--- config.mk ---
export PLATFORM = sky130hd
export DESIGN_NAME = sll_ctrl
export DESIGN_NICKNAME = d
export VERILOG_FILES = /design/src/design/sll_pkg.sv /design/src/design/sll_ctrl.sv
export SDC_FILE = /design/constraint.sdc
export NUM_CORES = 1
export LEC_CHECK = 0
export ABC_AREA = 1
export BUFFER_PORTS_ARGS = -buffer_cell sky130_fd_sc_hd__buf_4
export CORE_AREA = 4 4 41 43
export DETAILED_ROUTE_END_ITERATION = 6
export DIE_AREA = 0 0 45 47
export GPL_TIMING_DRIVEN = 0
export PLACE_DENSITY_LB_ADDON = 0.08
export SYNTH_ARGS = -nofsm -noshare
export SYNTH_HDL_FRONTEND = slang
export SYNTH_SLANG_ARGS = --single-unit
export TNS_END_PERCENT = 10
--- constraint.sdc ---
create_clock -name clock -period 2.65 [get_ports clock]
set_input_delay 0.265 -clock clock [delete_from_list [all_inputs] [get_ports clock]]
set_output_delay 0.265 -clock clock [all_outputs]
set_load 0.1 [all_outputs]
--- src/design/sll_pkg.sv ---
// Shared types, constants and helper functions for the linked list engine.
// Used by the controller, the datapath and the top level.
// No dependencies.
`timescale 1ns / 1ps

package sll_pkg;

   // Node pool size and derived widths. A pointer equal to NODES is null.
   localparam int NODES    = 256;
   localparam int ADDR_W   = $clog2(NODES);
   localparam int PTR_W    = $clog2(NODES + 1);
   localparam int DATA_W   = 32;
   localparam int OP_W     = 4;
   localparam int STATUS_W = 2;

   localparam logic [PTR_W-1:0] NIL_PTR = PTR_W'(NODES);

   // Packed widths of the stream payloads.
   localparam int REQ_TDATA_W   = ((DATA_W + 7) / 8) * 8;
   localparam int REQ_TUSER_W   = ((OP_W + 7) / 8) * 8;
   localparam int RSP_FIELDS_W  = DATA_W + STATUS_W + 3;
   localparam int RSP_TDATA_W   = ((RSP_FIELDS_W + 7) / 8) * 8;

   // Request codes.
   typedef enum logic [OP_W-1:0] {
      OP_CLEAR          = 4'd0,
      OP_INSERT_HEAD    = 4'd1,
      OP_CURSOR_TO_HEAD = 4'd2,
      OP_DELETE_HEAD    = 4'd3,
      OP_DELETE_AFTER   = 4'd4,
      OP_INSERT_AFTER   = 4'd5,
      OP_OVERWRITE      = 4'd6,
      OP_ADVANCE        = 4'd7,
      OP_READ_HEAD      = 4'd8,
      OP_READ_CURSOR    = 4'd9
   } req_op_type;

   // Result status codes.
   typedef enum logic [STATUS_W-1:0] {
      STAT_OK         = 2'd0,
      STAT_POOL_FULL  = 2'd1,
      STAT_EMPTY_HEAD = 2'd2,
      STAT_NO_CURSOR  = 2'd3
   } rsp_status_type;

   // Controller states.
   typedef enum logic [2:0] {
      S_IDLE,
      S_READ1,
      S_READ2,
      S_COMMIT1,
      S_COMMIT2,
      S_RESULT
   } ctrl_state_type;

   // Result fields, read_value in the lowest bits.
   typedef struct packed {
      logic                       sticky_error;
      logic                       list_empty;
      logic                       cursor_active;
      rsp_status_type             status;
      logic signed [DATA_W-1:0]   read_value;
   } rsp_fields_type;

   // Commands from the controller to the datapath.
   typedef struct packed {
      logic accept;
      logic read1;
      logic read2;
      logic commit1;
      logic commit2;
      logic load_now;
      logic load_held;
   } sll_cmd_type;

   // Status from the datapath to the controller.
   typedef struct packed {
      req_op_type op;
      logic       out_free;
   } sll_stat_type;

   // A pointer addresses a node when it is below the pool size.
   function automatic logic is_node(input logic [PTR_W-1:0] p);
      return p < NIL_PTR;
   endfunction

   // Any out-of-range pointer reads as null.
   function automatic logic [PTR_W-1:0] mask_ptr(input logic [PTR_W-1:0] p);
      return is_node(p) ? p : NIL_PTR;
   endfunction

   // Memory address of a pointer; null maps to entry zero and is never used.
   function automatic logic [ADDR_W-1:0] ptr_addr(input logic [PTR_W-1:0] p);
      return is_node(p) ? p[ADDR_W-1:0] : '0;
   endfunction

   // Requests that need a memory read before they commit.
   function automatic logic needs_read(input req_op_type op);
      logic r;
      unique case (op)
         OP_INSERT_HEAD, OP_DELETE_HEAD, OP_DELETE_AFTER, OP_INSERT_AFTER,
         OP_ADVANCE, OP_READ_HEAD, OP_READ_CURSOR: r = 1'b1;
         default:                                  r = 1'b0;
      endcase
      return r;
   endfunction

   // Requests that take two link reads and two link writes.
   function automatic logic two_step(input req_op_type op);
      return (op == OP_DELETE_AFTER) || (op == OP_INSERT_AFTER);
   endfunction

endpackage

--- src/design/sll_ctrl.sv ---
// Sequencer for the linked list engine: walks each request through its
// read and commit phases. Depends on sll_pkg.
`timescale 1ns / 1ps

module sll_ctrl (
   input  logic                               clock,
   input  logic                               reset,
   input  logic                               req_tvalid,
   input  logic [sll_pkg::REQ_TUSER_W-1:0]    req_tuser,   // req_type [3:0]
   output logic                               req_tready,
   input  sll_pkg::sll_stat_type              stat,
   output sll_pkg::sll_cmd_type               cmd
);
   import sll_pkg::*;

   ctrl_state_type state_ff;
   ctrl_state_type state_in;
   req_op_type     new_op;

   assign new_op = req_op_type'(req_tuser[OP_W-1:0]);

   // State register.
   always_ff @(posedge clock) begin
      if (reset) begin
         state_ff <= S_IDLE;
      end else begin
         state_ff <= state_in;
      end
   end

   // Next state and commands.
   always_comb begin
      state_in   = state_ff;
      cmd        = '0;
      req_tready = 1'b0;
      unique case (state_ff)
         S_IDLE: begin
            req_tready = 1'b1;
            if (req_tvalid) begin
               cmd.accept = 1'b1;
               state_in   = needs_read(new_op) ? S_READ1 : S_COMMIT1;
            end
         end
         S_READ1: begin
            cmd.read1 = 1'b1;
            state_in  = two_step(stat.op) ? S_READ2 : S_COMMIT1;
         end
         S_READ2: begin
            cmd.read2 = 1'b1;
            state_in  = S_COMMIT1;
         end
         S_COMMIT1: begin
            cmd.commit1 = 1'b1;
            if (two_step(stat.op)) begin
               state_in = S_COMMIT2;
            end else if (stat.out_free) begin
               cmd.load_now = 1'b1;
               state_in     = S_IDLE;
            end else begin
               state_in = S_RESULT;
            end
         end
         S_COMMIT2: begin
            cmd.commit2 = 1'b1;
            if (stat.out_free) begin
               cmd.load_held = 1'b1;
               state_in      = S_IDLE;
            end else begin
               state_in = S_RESULT;
            end
         end
         S_RESULT: begin
            if (stat.out_free) begin
               cmd.load_held = 1'b1;
               state_in      = S_IDLE;
            end
         end
         default: begin
            state_in = S_IDLE;
         end
      endcase
   end

endmodule

== Word level (Yosys, flattened, before mapping) ==
Cells that the tools add are included.
Widths: inputs -> output; s select.

* Register bits: 3
* Output and inout port bits: 8
* Word-level logic and storage cells: 43

* Equal/unequal tests: 16
* Multiplexer cells: 21
* Reduce and logical (&&, ||, !) cells: 5

{| class="wikitable"
|+ Operators with widths
! kind !! count
|-
| $eq 4x3->1 const B || 5
|-
| $pmux 3 s6 || 1
|-
| $mux 1 || 15
|-
| $mux 3 || 4
|-
| $eq 4x4->1 const B || 2
|-
| $reduce_or 7->1 || 1
|-
| $eq 3x2->1 const B || 2
|-
| $eq 3x3->1 const B || 2
|-
| $eq 4x1->1 const B || 1
|-
| $eq 4x2->1 const B || 1
|-
| $ne 2x2->1 const B || 2
|-
| $eq 3x1->1 const B || 1
|-
| $logic_not 3->1 || 1
|-
| $mux 2 || 1
|-
| $reduce_and 2->1 || 1
|-
| $reduce_or 2->1 || 1
|-
| $logic_or 1x1->1 || 1
|}

== Depth between registers and ports, before layout ==
Gate-level depths: netlist (run 1).

* Depth in word-level cells: 8
* Depth in mapped cells: 8
* Depth with buffers taken out: 8

== Worst setup path before layout (run 1) ==
OpenSTA, ideal clock, no wires.

* Path kind: register -> output
* From: register state_ff[2]
* To: output port cmd[0] in the netlist's numbering
* Arrival time: 2.609 ns
* Slack: -0.224 ns
* Cell stages (with the launch flop): 3
* Path buffers: 0
* Cell sequence: dfxtp_1 > inv_2 > nor3_1

{| class="wikitable"
|+ RTL lines
! element !! line !! text
|-
| from (decl) || sll_ctrl.sv:16 || <nowiki>ctrl_state_type state_ff;</nowiki>
|-
| from (signal assigned) || sll_ctrl.sv:27 || <nowiki>state_ff <= state_in;</nowiki>
|-
| to (decl) || sll_ctrl.sv:12 || <nowiki>output sll_pkg::sll_cmd_type cmd</nowiki>
|}

==> results list, run 1 <==
- Summing every instance area after synthesis gives between 200 and 300 um2.
* Startpoint kind of the worst setup timing path: flop
* Count of placed standard cells including taps: 83
- Summed over all cells, the static leakage comes to ~0.27 nW.
* Max-cap violation count: 0
* Antenna violations before repair: 0
* Dpl cell area: ~430 um2
- Worst slew slack as a fraction of its limit: about four fifths
- The die is about 45 um wide.
- At the pin with the least slew margin, the transition time is between 300 and 400 ps.
* Dominant combinational cell family by area after synthesis: simple AND/OR/NAND/NOR gates
- At the end of the flow the core is filled with cells to between 30% and 40%.
- The run finished with clean final reports.
* Vias: around 340
- Routed via count divided by cell count: 3.954
- RD Place Congestion: between 0.6 and 0.7
- For this block, the initial DRC count from the detailed router was 9.
- The count of pins over their slew limit is 0.
- Setup repair after global routing left no endpoint under its margin.
* Area overhead of the layout relative to synthesis: 69.16%
- Antenna diodes: 0
* Clk slew on worst S/H paths: about 40 ps
- Height of the chip: 47 um
- Clock tree from TritonCTS: yes
- Entering global routing, the biggest net connects 8 pins.
- Mapped Nets: 66
* CP Capture Type: output pin
* Cell count after synthesis: 50
- Switching share of power: 53.91%
- Buffers placed on the I/O ports in this run total 18.
- The synthesized netlist contains 15 unique library cells.
- The worst hold path belongs to the class input port to flop.
- Once detail routing completed, the nets flagged for antenna violations numbered 0.
* Cell Count, Final, Fillers Out: a little under 90
- After floorplanning, the core was sized to cover approximately 1300 um2.
- After synthesis the netlist holds a flip-flop and latch count of 3.
* CTS buffer count: 3
- Comb power frac: about three fifths
- After Yosys synthesis, XOR and XNOR cells account for 0% of the synthesized area.
- Ports: 24
- Root buffer cell: clkbuf_4
- For this run, design rule violations remaining after detail routing come to 0.
* Compound-gate portion of the synthesized area: between 9 and 10%
* Post-synthesis sequential area ratio: ~22%
- The first global-routing pass estimated 1248 um of wire.
- In this run the number of H-tree levels came out at 1.
- Clock Skews: about 1.9 ps
- At the later pin of the worst-skew pair, clock insertion delay measures about 230 ps.
- For this run, the total global-route usage over all layers was measured as between 7 and 8%.
- dfxtp_1 takes more of the synthesized area than any other cell.
* CP arrival: between 1000 and 1500 ps
* Highest net fanout along the worst path: 6
- Per-instance average area after synthesis: around 5.4 um2
* Via count of the first global-routing pass: roughly 330
* CTS sink cnt: 3
- The die covers approximately 2100 um2.
- Number of flip-flops in the largest register: 3
- VDD sags by at most 0.0003705 V.
- Register bank with the most flops: state_ff
- Post-CTS setup repair buffer count: 0
* Top post-synthesis cells by area: dfxtp_1, nand2_1, inv_1, nand3_1, nor2_1
- The initial utilization of the core area, before any placement, comes to around a fifth.
* Share of the synthesized area in the top cell type: 22.43%
* Hold-fix buffers at CTS: 0
- Number of failing setup endpoints in the final timing report: 0
- The worst path uses about three fifths of the clock period.
- The post-route netlist has 34.72% of its cells at a drive strength greater than 1.
- The share of total power dissipated in sequential elements is a little under a fifth.
- Before antenna repair, the detailed router went through 3 iterations.
- Post-layout minimum cycle time: between 1500 and 2000 ps
- Detailed placement ended at an HPWL of roughly 640 um.
- # fillers: approximately 170
- Worst hold slack across all endpoints: between 200 and 250 ps
- After detailed routing, the average wire length per cell comes to roughly 8.6 um.
- Warnings, synthesis: 0
- Final instance area: about 450 um2
- Multiplexer area fraction after synthesis: 0%
* Category of the most critical setup path: flop to output pin
- The count of endpoints failing hold in the final timing report is 0.
- The synthesized netlist devotes 0% of its cell area to adder and majority cells.
* Cell-internal power: between 0.15 and 0.2 mW
- For the worst setup path, the data required time is 2380 ps.
- Number of placement rows: 13
- Sum of overflow across all layers after global routing: 0
- Total Nets Final: just under 90
* Maximum clock path buffer count: 2
- The largest registers in the layout are state_ff: 3 flops.
- Psw: roughly 0.18 mW
* Number of gates given a new drive strength after cts: 0
- Simple-gate area share of the yosys netlist: between 40% and 50%
- The clock network accounts for 23.2% of the total power.
- In this run the power density over the cells is 741.7 nW/um2.
- After detailed routing, the total wire length is ~740 um.
- Maximum clock frequency: around 630 MHz
## placed cells by master, fill, tap and decap left out
| master | n |
|---|---|
| clkbuf_1 | 1 |
| dfxtp_1 | 3 |
| nand4_1 | 1 |
| o21ai_1 | 1 |
| nand3b_1 | 1 |
| a31oi_1 | 1 |
| nand3_1 | 4 |
| nand2_2 | 1 |
| a21oi_1 | 2 |
| nor2_1 | 5 |
| nor3_2 | 1 |
| buf_4 | 18 |
| nand2_1 | 14 |
| nor2_4 | 1 |
| nor3_1 | 1 |
| inv_2 | 1 |
| inv_1 | 12 |
| clkbuf_4 | 3 |
| o21ai_0 | 1 |
## path summary, 6_finish.rpt
kind | startpoint | endpoint | slack, ps | depth (start not counted)
max | state_ff[0] | cmd[6] | 1070 | 4
max reg2reg | state_ff[0] | state_ff[1] | 1510 | 6
min reg2reg | state_ff[0] | state_ff[0] | 650 | 2
min | reset | state_ff[0] | 210 | 2
## cells by family after synthesis
logic type      Yosys count
simple gates             29
buf+inv                  13
compound gates            5
flops                     3
## worst max-delay path: stages (launching register included)
cell	delay, ps
dfxtp_1	360
nor2_1	220
nand2_1	120
nor2_1	100
buf_4	290
## power groups by stage
stage / clock network, mW / logic [mW] / registers (mW)
after floorplan: 0 / 0.155 / 0.0607
after global placement: 0 / 0.197 / 0.0640
after detailed placement: 0 / 0.197 / 0.0635
after CTS: 0.0816 / 0.197 / 0.0628
after global routing: 0.0883 / 0.210 / 0.0638
final: 0.0781 / 0.195 / 0.0627
## area by class of cell
class / instances / area, um2 / area share, %
multi-input combinational: 34 / 163.9 / 36.19
inverter: 13 / 48.80 / 10.77
clock buffer: 4 / 26.28 / 5.801
timing repair buffer: 18 / 135.1 / 29.83
tap: 15 / 18.77 / 4.144
sequential: 3 / 60.06 / 13.26
## layer usage
| metal | track usage, % | wire length [um] |
|---|---|---|
| met4 | 0 | 0 |
| met3 | 5.364 | 64 |
| met1 | 9.977 | 342 |
| met2 | 12.15 | 337 |
| met5 | 0 | 0 |
## Yosys cell counts (all sizes together)
cell	number
a21oi	2
a31oi	1
dfxtp	3
nand4	1
nand3	4
nand2	15
inv	13
nand3b	1
nor3	2
nor2	6
o21ai	2
## stage by stage
step                      total power, mW  TNS [ps]  setup slack [ps]
after detailed placement           0.2602         0              1286
final                              0.3359         0              1066
after global placement             0.2607         0              1284
after CTS                          0.3414         0              1040
after floorplan                    0.2152    -193.4            -193.4
after global routing               0.3620         0             920.1
(Power assumes the default switching activity.)
==> inputs of run 2 (changes only) <==
Clock period 2.65 ns to 1.5 ns, I/O delays scaled along.
==> run 2 against run 1 <==
Effect of this change:
- sequential power rose by 83%
- sequential share of layout area fell by 0.60 points
- non-clock buffer count unchanged
- hold slack got worse by 110 ps
- via count rose by 5.8%
- clock power increased by 78%
- total power increased by 85%
- critical path type unchanged
==> results list, run 2 (synthesized netlist as in run 1, its figures left out) <==
- The post-route worst hold slack came to 95.67 ps (-113.1 ps).
- The total instance count after detailed placement came to 83 (unchanged).
* Worst setup path endpoint: cmd[6]
- The met1 usage came to 9.773% (-0.20 points).
- Wirelength per Cell: 8.425 um (-1.5%)
- TritonCTS built the clock tree.
* Antenna violations before repair: 0 (unchanged)
- The worst hold path belongs to the class input port to flop.
* Result of the run: completed
- The worst-case vdd ir drop is 0.0006866 V (+85%).
- The total iterations of the first detailed-routing run is 2 (-1).
- After global routing, the most crowded layer is met2.
- Worst slew slack as a fraction of its limit: 81.61% (+2.1 points)
- The number of flip-flops in the largest register was 3 (unchanged).
- Maximum clock path buffer count: 2 (unchanged)
- Root buffer cell: clkbuf_4
- The count of endpoints failing hold in the final timing report was 0 (unchanged).
- Area of the placeable core: 1301 um2 (unchanged)
- Horizontal extent of the die: 45 um (unchanged)
- The routed via count was 364 (+5.8%).
* Leading registers by flop count: state_ff: 3 flops
* Met3 track utilization from global routing: 4.598% (-0.77 points)
- The area of the die is 2115 um2 (unchanged).
- The die outline height is 47 um (unchanged).
* Critical path launch point: state_ff[0]
- Ports: 24 (unchanged)
- Total Routed Length: 733 um (-1.5%)
* Worst Reg-to-Reg Cells: 6 (unchanged)
- Routed via count divided by cell count: 4.184 (+5.8%)
- The total of hold buffers inserted after clock tree synthesis was 0 (unchanged).
- For the finished layout, the period the worst path requires is ~1400 ps.
- Via count of the first global-routing pass: 311 (-6.9%)
- Clk slew on worst S/H paths: 40 ps (about the same)
- Number of placement rows: 13 (unchanged)
* CP arrival: 1240 ps (-80 ps)
* Switching share of power: 53.67% (-0.24 points)
- Most frequent standard cell in the layout excluding fill and tap cells: buf_4
* CP Capture Type: output pin
* Data required time at the worst endpoint: 1350 ps (-1030 ps)
- Of the available clock period, the critical path in the final layout requires between 90% and 100%.
* Highest net fanout along the worst path: 6 (unchanged)
- All-layer global routing usage: 7.583% (-0.39 points)
- Largest net degree at the start of global routing: 8 (unchanged)
* Register bank with the most flops: state_ff
- Startpoint kind of the worst setup timing path: flop
* Portion of total power attributed to the clock network: 22.3% (-0.9 points)
- In this run the critical register-to-register path is launched from state_ff[0].
- The routability congestion estimate was 0.6546 (-4.5%).
- In this run the critical register-to-register path is captured at state_ff[1].
- # fillers: 159 (-5.4%)
* Power share of the sequential group: 18.5% (-0.2 points)
* Leak Pwr: 0.2788 nW (+3.0%)
- The combinational group share of total power came to 59.2% (+1.1 points).
- The quantity of I/O buffers inserted on ports is 18 (unchanged).
- The setup slack of the most critical reg-to-reg path came to 390 ps (-1120 ps).
- The antenna cell count was 0 (unchanged).
* Count of routing violations after the opening detailed-route iteration: 1 (-8)
* Cell Count, Final, Fillers Out: 87 (unchanged)
* Depth of the CTS H-tree: 1 (unchanged)
- Most frequent cells in the layout: buf_4, nand2_1, inv_1, nand3_1
* Clock Skews: 0.1165 ps (-1.787 ps)
- Sum of overflow across all layers after global routing: 0 (unchanged)
* Initial standard-cell utilization of the core: 20.58% (unchanged)
- Unrepaired setup endpoints after global routing: no
* Total Nets Final: 89 (unchanged)
* Residual antenna-violating net count after detailed routing: 0 (unchanged)
- Met2 routing resource usage after global routing: 11.58% (-0.56 points)
- The cell-internal power was 0.2877 mW (+86%).
* Psw: 0.3333 mW (+84%)
- CTS buffer count: 3 (unchanged)
- By startpoint and endpoint, the worst setup path is classified as flop to output pin.
- Global-route wire length before repair: 1193 um (-4.4%)
- Count of pins over their slew limit: 0 (unchanged)
- The residual DRC count was 0 (unchanged).
- CTS sink cnt: 3 (unchanged)
* DPL Wire Length: 616.9 um (-3.0%)
- The share of final-layout standard cells stronger than drive strength 1 is 41.67% (+6.9 points).
* Maximum clock frequency: just over 700 MHz
* Number of failing setup endpoints in the final timing report: 0 (unchanged)
- The area growth from synthesis to layout is 84.58%.
- Skew-Pair Late Insertion Delay: 230 ps (about the same)
- Power Dens Cells: 1256 nW/um2 (+69%)
- Max-cap violation count: 0 (unchanged)
- The worst-margin pin slew is 278.1 ps (-28.62 ps).
-- run 2: cell counts in the layout (fill, tap and decap cells not counted) --
No cell type changed its count.
-- run 2: metal layers --
| layer | share of wire (%) | vias to the layer above |
|---|---|---|
| li1 | - | 196 |
| met1 | 44 | 155 |
| met2 | 45 | 13 |
| met3 | 11 | 0 |
| met4 | 0 | 0 |
| met5 | 0 | - |
-- run 2: worst min path at each step --
| stage | from | endpoint | depth (start not counted) |
|---|---|---|---|
| 2_1_floorplan | reset | state_ff[0] | 1 |
| 3_3_place_gp | reset | state_ff[0] | 2 |
| 3_5_place_dp | reset | state_ff[0] | 2 |
| 4_1_cts | reset | state_ff[2] | 2 |
| 5_1_grt | reset | state_ff[1] | 2 |
| 6_report | reset | state_ff[1] | 2 |
-- run 2: per-stage QoR --
step / utilization [%] / setup TNS (ps) / worst slack [ps] / instance area, um2 / total power, mW
5_1_grt: 37.98 / 0 / 16.64 / 494.2 / 0.6609
3_5_place_dp: 34.71 / 0 / 201.2 / 451.7 / 0.4712
6_report: 37.98 / 0 / 106.7 / 494.2 / 0.6210
2_1_floorplan: - / -67.51 / -46.64 / 297.8 / 0.3934
4_1_cts: 37.60 / -3.608 / -3.608 / 489.2 / 0.6302
3_3_place_gp: 34.71 / 0 / 191.9 / 451.7 / 0.4718
-- run 2: power by group through the flow --
stage | logic (mW) | clock network [mW] | registers, mW
after CTS | 0.370 | 0.146 | 0.114
final | 0.367 | 0.139 | 0.115
after global routing | 0.391 | 0.153 | 0.117
after global placement | 0.358 | 0 | 0.114
after floorplan | 0.284 | 0 | 0.109
after detailed placement | 0.358 | 0 | 0.113
-- run 2: area by class of cell --
cell class,instances,area (um2),share of cell area [%]
Tap cell,15,18.77,3.797
Inverter,13,48.80,9.873
Clock buffer,4,26.28,5.316
Multi-Input combinational cell,34,191.4,38.73
Sequential cell,3,62.56,12.66
Timing Repair Buffer,18,146.4,29.62
-- run 2: critical path, stage by stage (launching register included) --
cell and delay, ps:
dfxtp_1 360, nor2_2 180, nand2_1 140, nor2_4 110, buf_6 220
-- run 2: timing repair --
item                       in CTS  in global routing
setup endpoints to repair       3                  1
buffers inserted                0                  0
gates cloned                    0                  0
gates resized for setup         4                  2
==> inputs of run 3 (changes only) <==
Settings changed: ABC_AREA 1 to unset.
Clock period 1.5 ns to 1.6 ns, I/O delays scaled along.
==> run 3 against run 2 <==
Effect of this change:
- critical endpoint is now cmd[1]
- register-to-register slack improved by 80 ps
- hold slack better by 47 ps
- critical path depth unchanged
- routed wire length up 3.7%
- non-clock buffer count rose by 3
- flip-flop and latch count is the same
- largest cell class unchanged
- global-route usage rose by 0.70 points
==> results list, run 3 <==
- Result of the run: completed
* Category of the most critical setup path: flop to output pin
- Via count of the first global-routing pass: 340 (+9.3%)
- Leading register cell type out of synthesis: dfxtp_1
- Met3 track utilization from global routing: 0.7663% (-3.8 points)
- The overall die width was 45 um (unchanged).
* Worst Tran Pin Value: 281.7 ps (+3.583 ps)
- The routability congestion estimate came to 0.6946 (+6.1%).
- The effective utilization at floorplan is 23.56% (+3.0 points).
- The portion of synthesized cell area occupied by the leading cell type came to 19.59% (-2.8 points).
- Depth of the CTS H-tree: 1 (unchanged)
* Post-layout minimum cycle time: between 1500 and 2000 ps
* Residual antenna-violating net count after detailed routing: 0 (unchanged)
- The core occupancy in the finished layout came to 39.71% (+1.7 points).
* Max-cap violation count: 0 (unchanged)
- The endpoint arrival time on the critical path was 1350 ps (+110 ps).
- Number of failing setup endpoints in the final timing report: 0 (unchanged)
- Count of routing violations after the opening detailed-route iteration: 1 (unchanged)
* Largest net degree at the start of global routing: 11 (+3)
- The sequential area share after synthesis was 19.59% (-2.8 points).
- Mapped Nets: 49 (-26%)
* Number of gates given a new drive strength after cts: 0 (-4)
- GRT busiest layer: met2
* CTS buffer count: 3 (unchanged)
- Worst slew slack as a fraction of its limit: 81.38% (-0.24 points)
* Wirelength per Cell: 10.86 um (+29%)
- Leak Pwr: 0.2418 nW (-13%)
- The count of pins over their slew limit came to 0 (unchanged).
* Power Dens Cells: 1144 nW/um2 (-8.9%)
- The area of the mapped netlist is 306.5 um2 (+14%).
- Height of the chip: 47 um (unchanged)
- GRT met1 Usage: 8.163% (-1.6 points)
- The antenna cell count was 0 (unchanged).
- The flop and latch count out of synthesis came to 3 (unchanged).
- The distinct cell type count after synthesis was 27 (+12).
- Timing would allow up to between 600 and 700 MHz.
- The number of synthesized flops with an enable pin came to 0 (unchanged).
* Register-to-register path setup slack: 470 ps (+80 ps)
- The number of I/O pins was 24 (unchanged).
* Library cell with the largest summed area after synthesis: dfxtp_1
- Clk slew on worst S/H paths: 30 ps (about the same)
- The global-route met2 utilization is 16.38% (+4.8 points).
- The count of buffers added by post-CTS timing repair for setup is 0 (unchanged).
- The worst-case vdd ir drop is 0.0006634 V (-3.4%).
- The leftover overflow at the end of global routing came to 0 (unchanged).
- Share of the clock period used by the worst path: approximately 94%
- The area of the core is 1301 um2 (unchanged).
- The highest net fanout along the worst path is 9 (+3).
- Register bank with the most flops: state_ff
- Leading registers by flop count: state_ff: 3 flops
- The combined global-route utilization of all metal layers came to 8.287% (+0.70 points).
- Most frequent standard cell in the layout excluding fill and tap cells: buf_4
- Root buffer cell: clkbuf_4
* CP Capture Type: output pin
- Total Routed Length: 760 um (+3.7%)
* Clock tree from TritonCTS: yes
- The post-route worst hold slack is 142.2 ps (+46.52 ps).
* Port-buffer cells: 18 (unchanged)
- Skew-Pair Late Insertion Delay: 230 ps (about the same)
* Global-route wire length before repair: 1304 um (+9.3%)
- Number of flip-flops in the largest register: 3 (unchanged)
- The synthesized area per cell was 9.289 um2 (+73%).
- The routed via count is 323 (-11%).
- Setup repair after global routing left no endpoint under its margin.
* FFs w/ async S/R, synth: 0% (unchanged)
- Relative to the synthesized area, the layout overhead comes to 68.57%.
- Total negative slack: 0 ps (unchanged)
* Share of post-route cells with drive strength above 1: 67.27% (+26 points)
* Detailed-routing iteration count for the pre-antenna-repair pass: 2 (unchanged)
* Hold-fix buffers at CTS: 0 (unchanged)
- Top cells by instance count after synthesis: dfxtp_1, nor3b_1, inv_1, nor3_1
- Data required time at the worst endpoint: 1440 ps (+90 ps)
- Hold violation count in the final report: 0 (unchanged)
- The buffer depth of the longest clock path was 2 (unchanged).
- The number of warnings issued by yosys is 0 (unchanged).
* Startpoint kind of the worst setup timing path: flop
- The cell count after synthesis is 33 (-34%).
* Routed via count divided by cell count: 4.614 (+10%)
- In the layout the commonest cells are buf_4, clkbuf_4, dfxtp_1, nor3b_2, inv_1.
* CTS sink cnt: 3 (unchanged)
- The placed wire-length estimate after detailed placement was 628 um (+1.8%).
- The area of the die was 2115 um2 (unchanged).
- Antenna violations before repair: 0 (unchanged)
- Top post-synthesis cells by area: dfxtp_1, nor3b_1, a32oi_2, buf_8, mux2_4
- Worst min-delay path category: input port to flop
- Total Nets Final: 72 (-19%)
- Clock Skews: 4.434 ps (+4.317 ps)
- The number of standard-cell rows in the floorplan came to 13 (unchanged).
* DRC violations left: 0 (unchanged)
-- run 3: final cells by class --
type	count	area (um2)
flip-flops and latches	3	60.06
clock buffers	4	26.28
repair buffers	18	135.1
well taps	15	18.77
plain buffers	3	33.78
multi-input cells	25	235.2
fillers	149	784.5
inverters	2	7.507
-- run 3: cells by family after synthesis --
kind of cell,count (synthesis),synth area share (%)
AO/OA/AOI/OAI,8,24.08
XOR/XNOR,1,2.858
buffers and inverters,5,13.47
flip-flops,3,19.59
multiplexers,1,4.897
AND/OR/NAND/NOR,15,35.10
-- run 3: per-layer routing --
layer	up-vias	part of all wire [%]
li1	163	-
met1	143	34
met2	15	55
met3	2	8.9
met4	0	1.8
met5	-	0
-- run 3: worst paths after layout --
| path | start | to | cells after the start |
|---|---|---|---|
| hold / removal | reset | state_ff[0] | 2 |
| setup reg to reg | state_ff[0] | state_ff[0] | 4 |
| setup / recovery | state_ff[0] | cmd[1] | 4 |
| hold reg to reg | state_ff[0] | state_ff[0] | 3 |
-- run 3: worst max-delay path: stages, from the launching register on --
cell	delay (ps)
dfxtp_1	330
buf_8	140
and3b_2	200
and3_2	170
buf_4	280
-- run 3: per-stage QoR --
step	cells	total power, mW	worst slack (ps)	area [um2]
after global routing	70	0.6173	33.96	516.7
after detailed placement	66	0.4649	318.4	490.5
final	70	0.5914	89.86	516.7
after CTS	70	0.6020	70.88	516.7
after floorplan	33	0.3893	-298.4	336.6
after global placement	66	0.4598	331.5	490.5
-- run 3: power breakdown --
part	total [mW]	internal [mW]	switching [mW]	leakage, nW
combinational	0.369	0.118	0.250	0.202
clock	0.132	0.0934	0.0388	0.0150
sequential	0.0905	0.0849	0.00563	0.0248
total	0.591	0.297	0.295	0.242
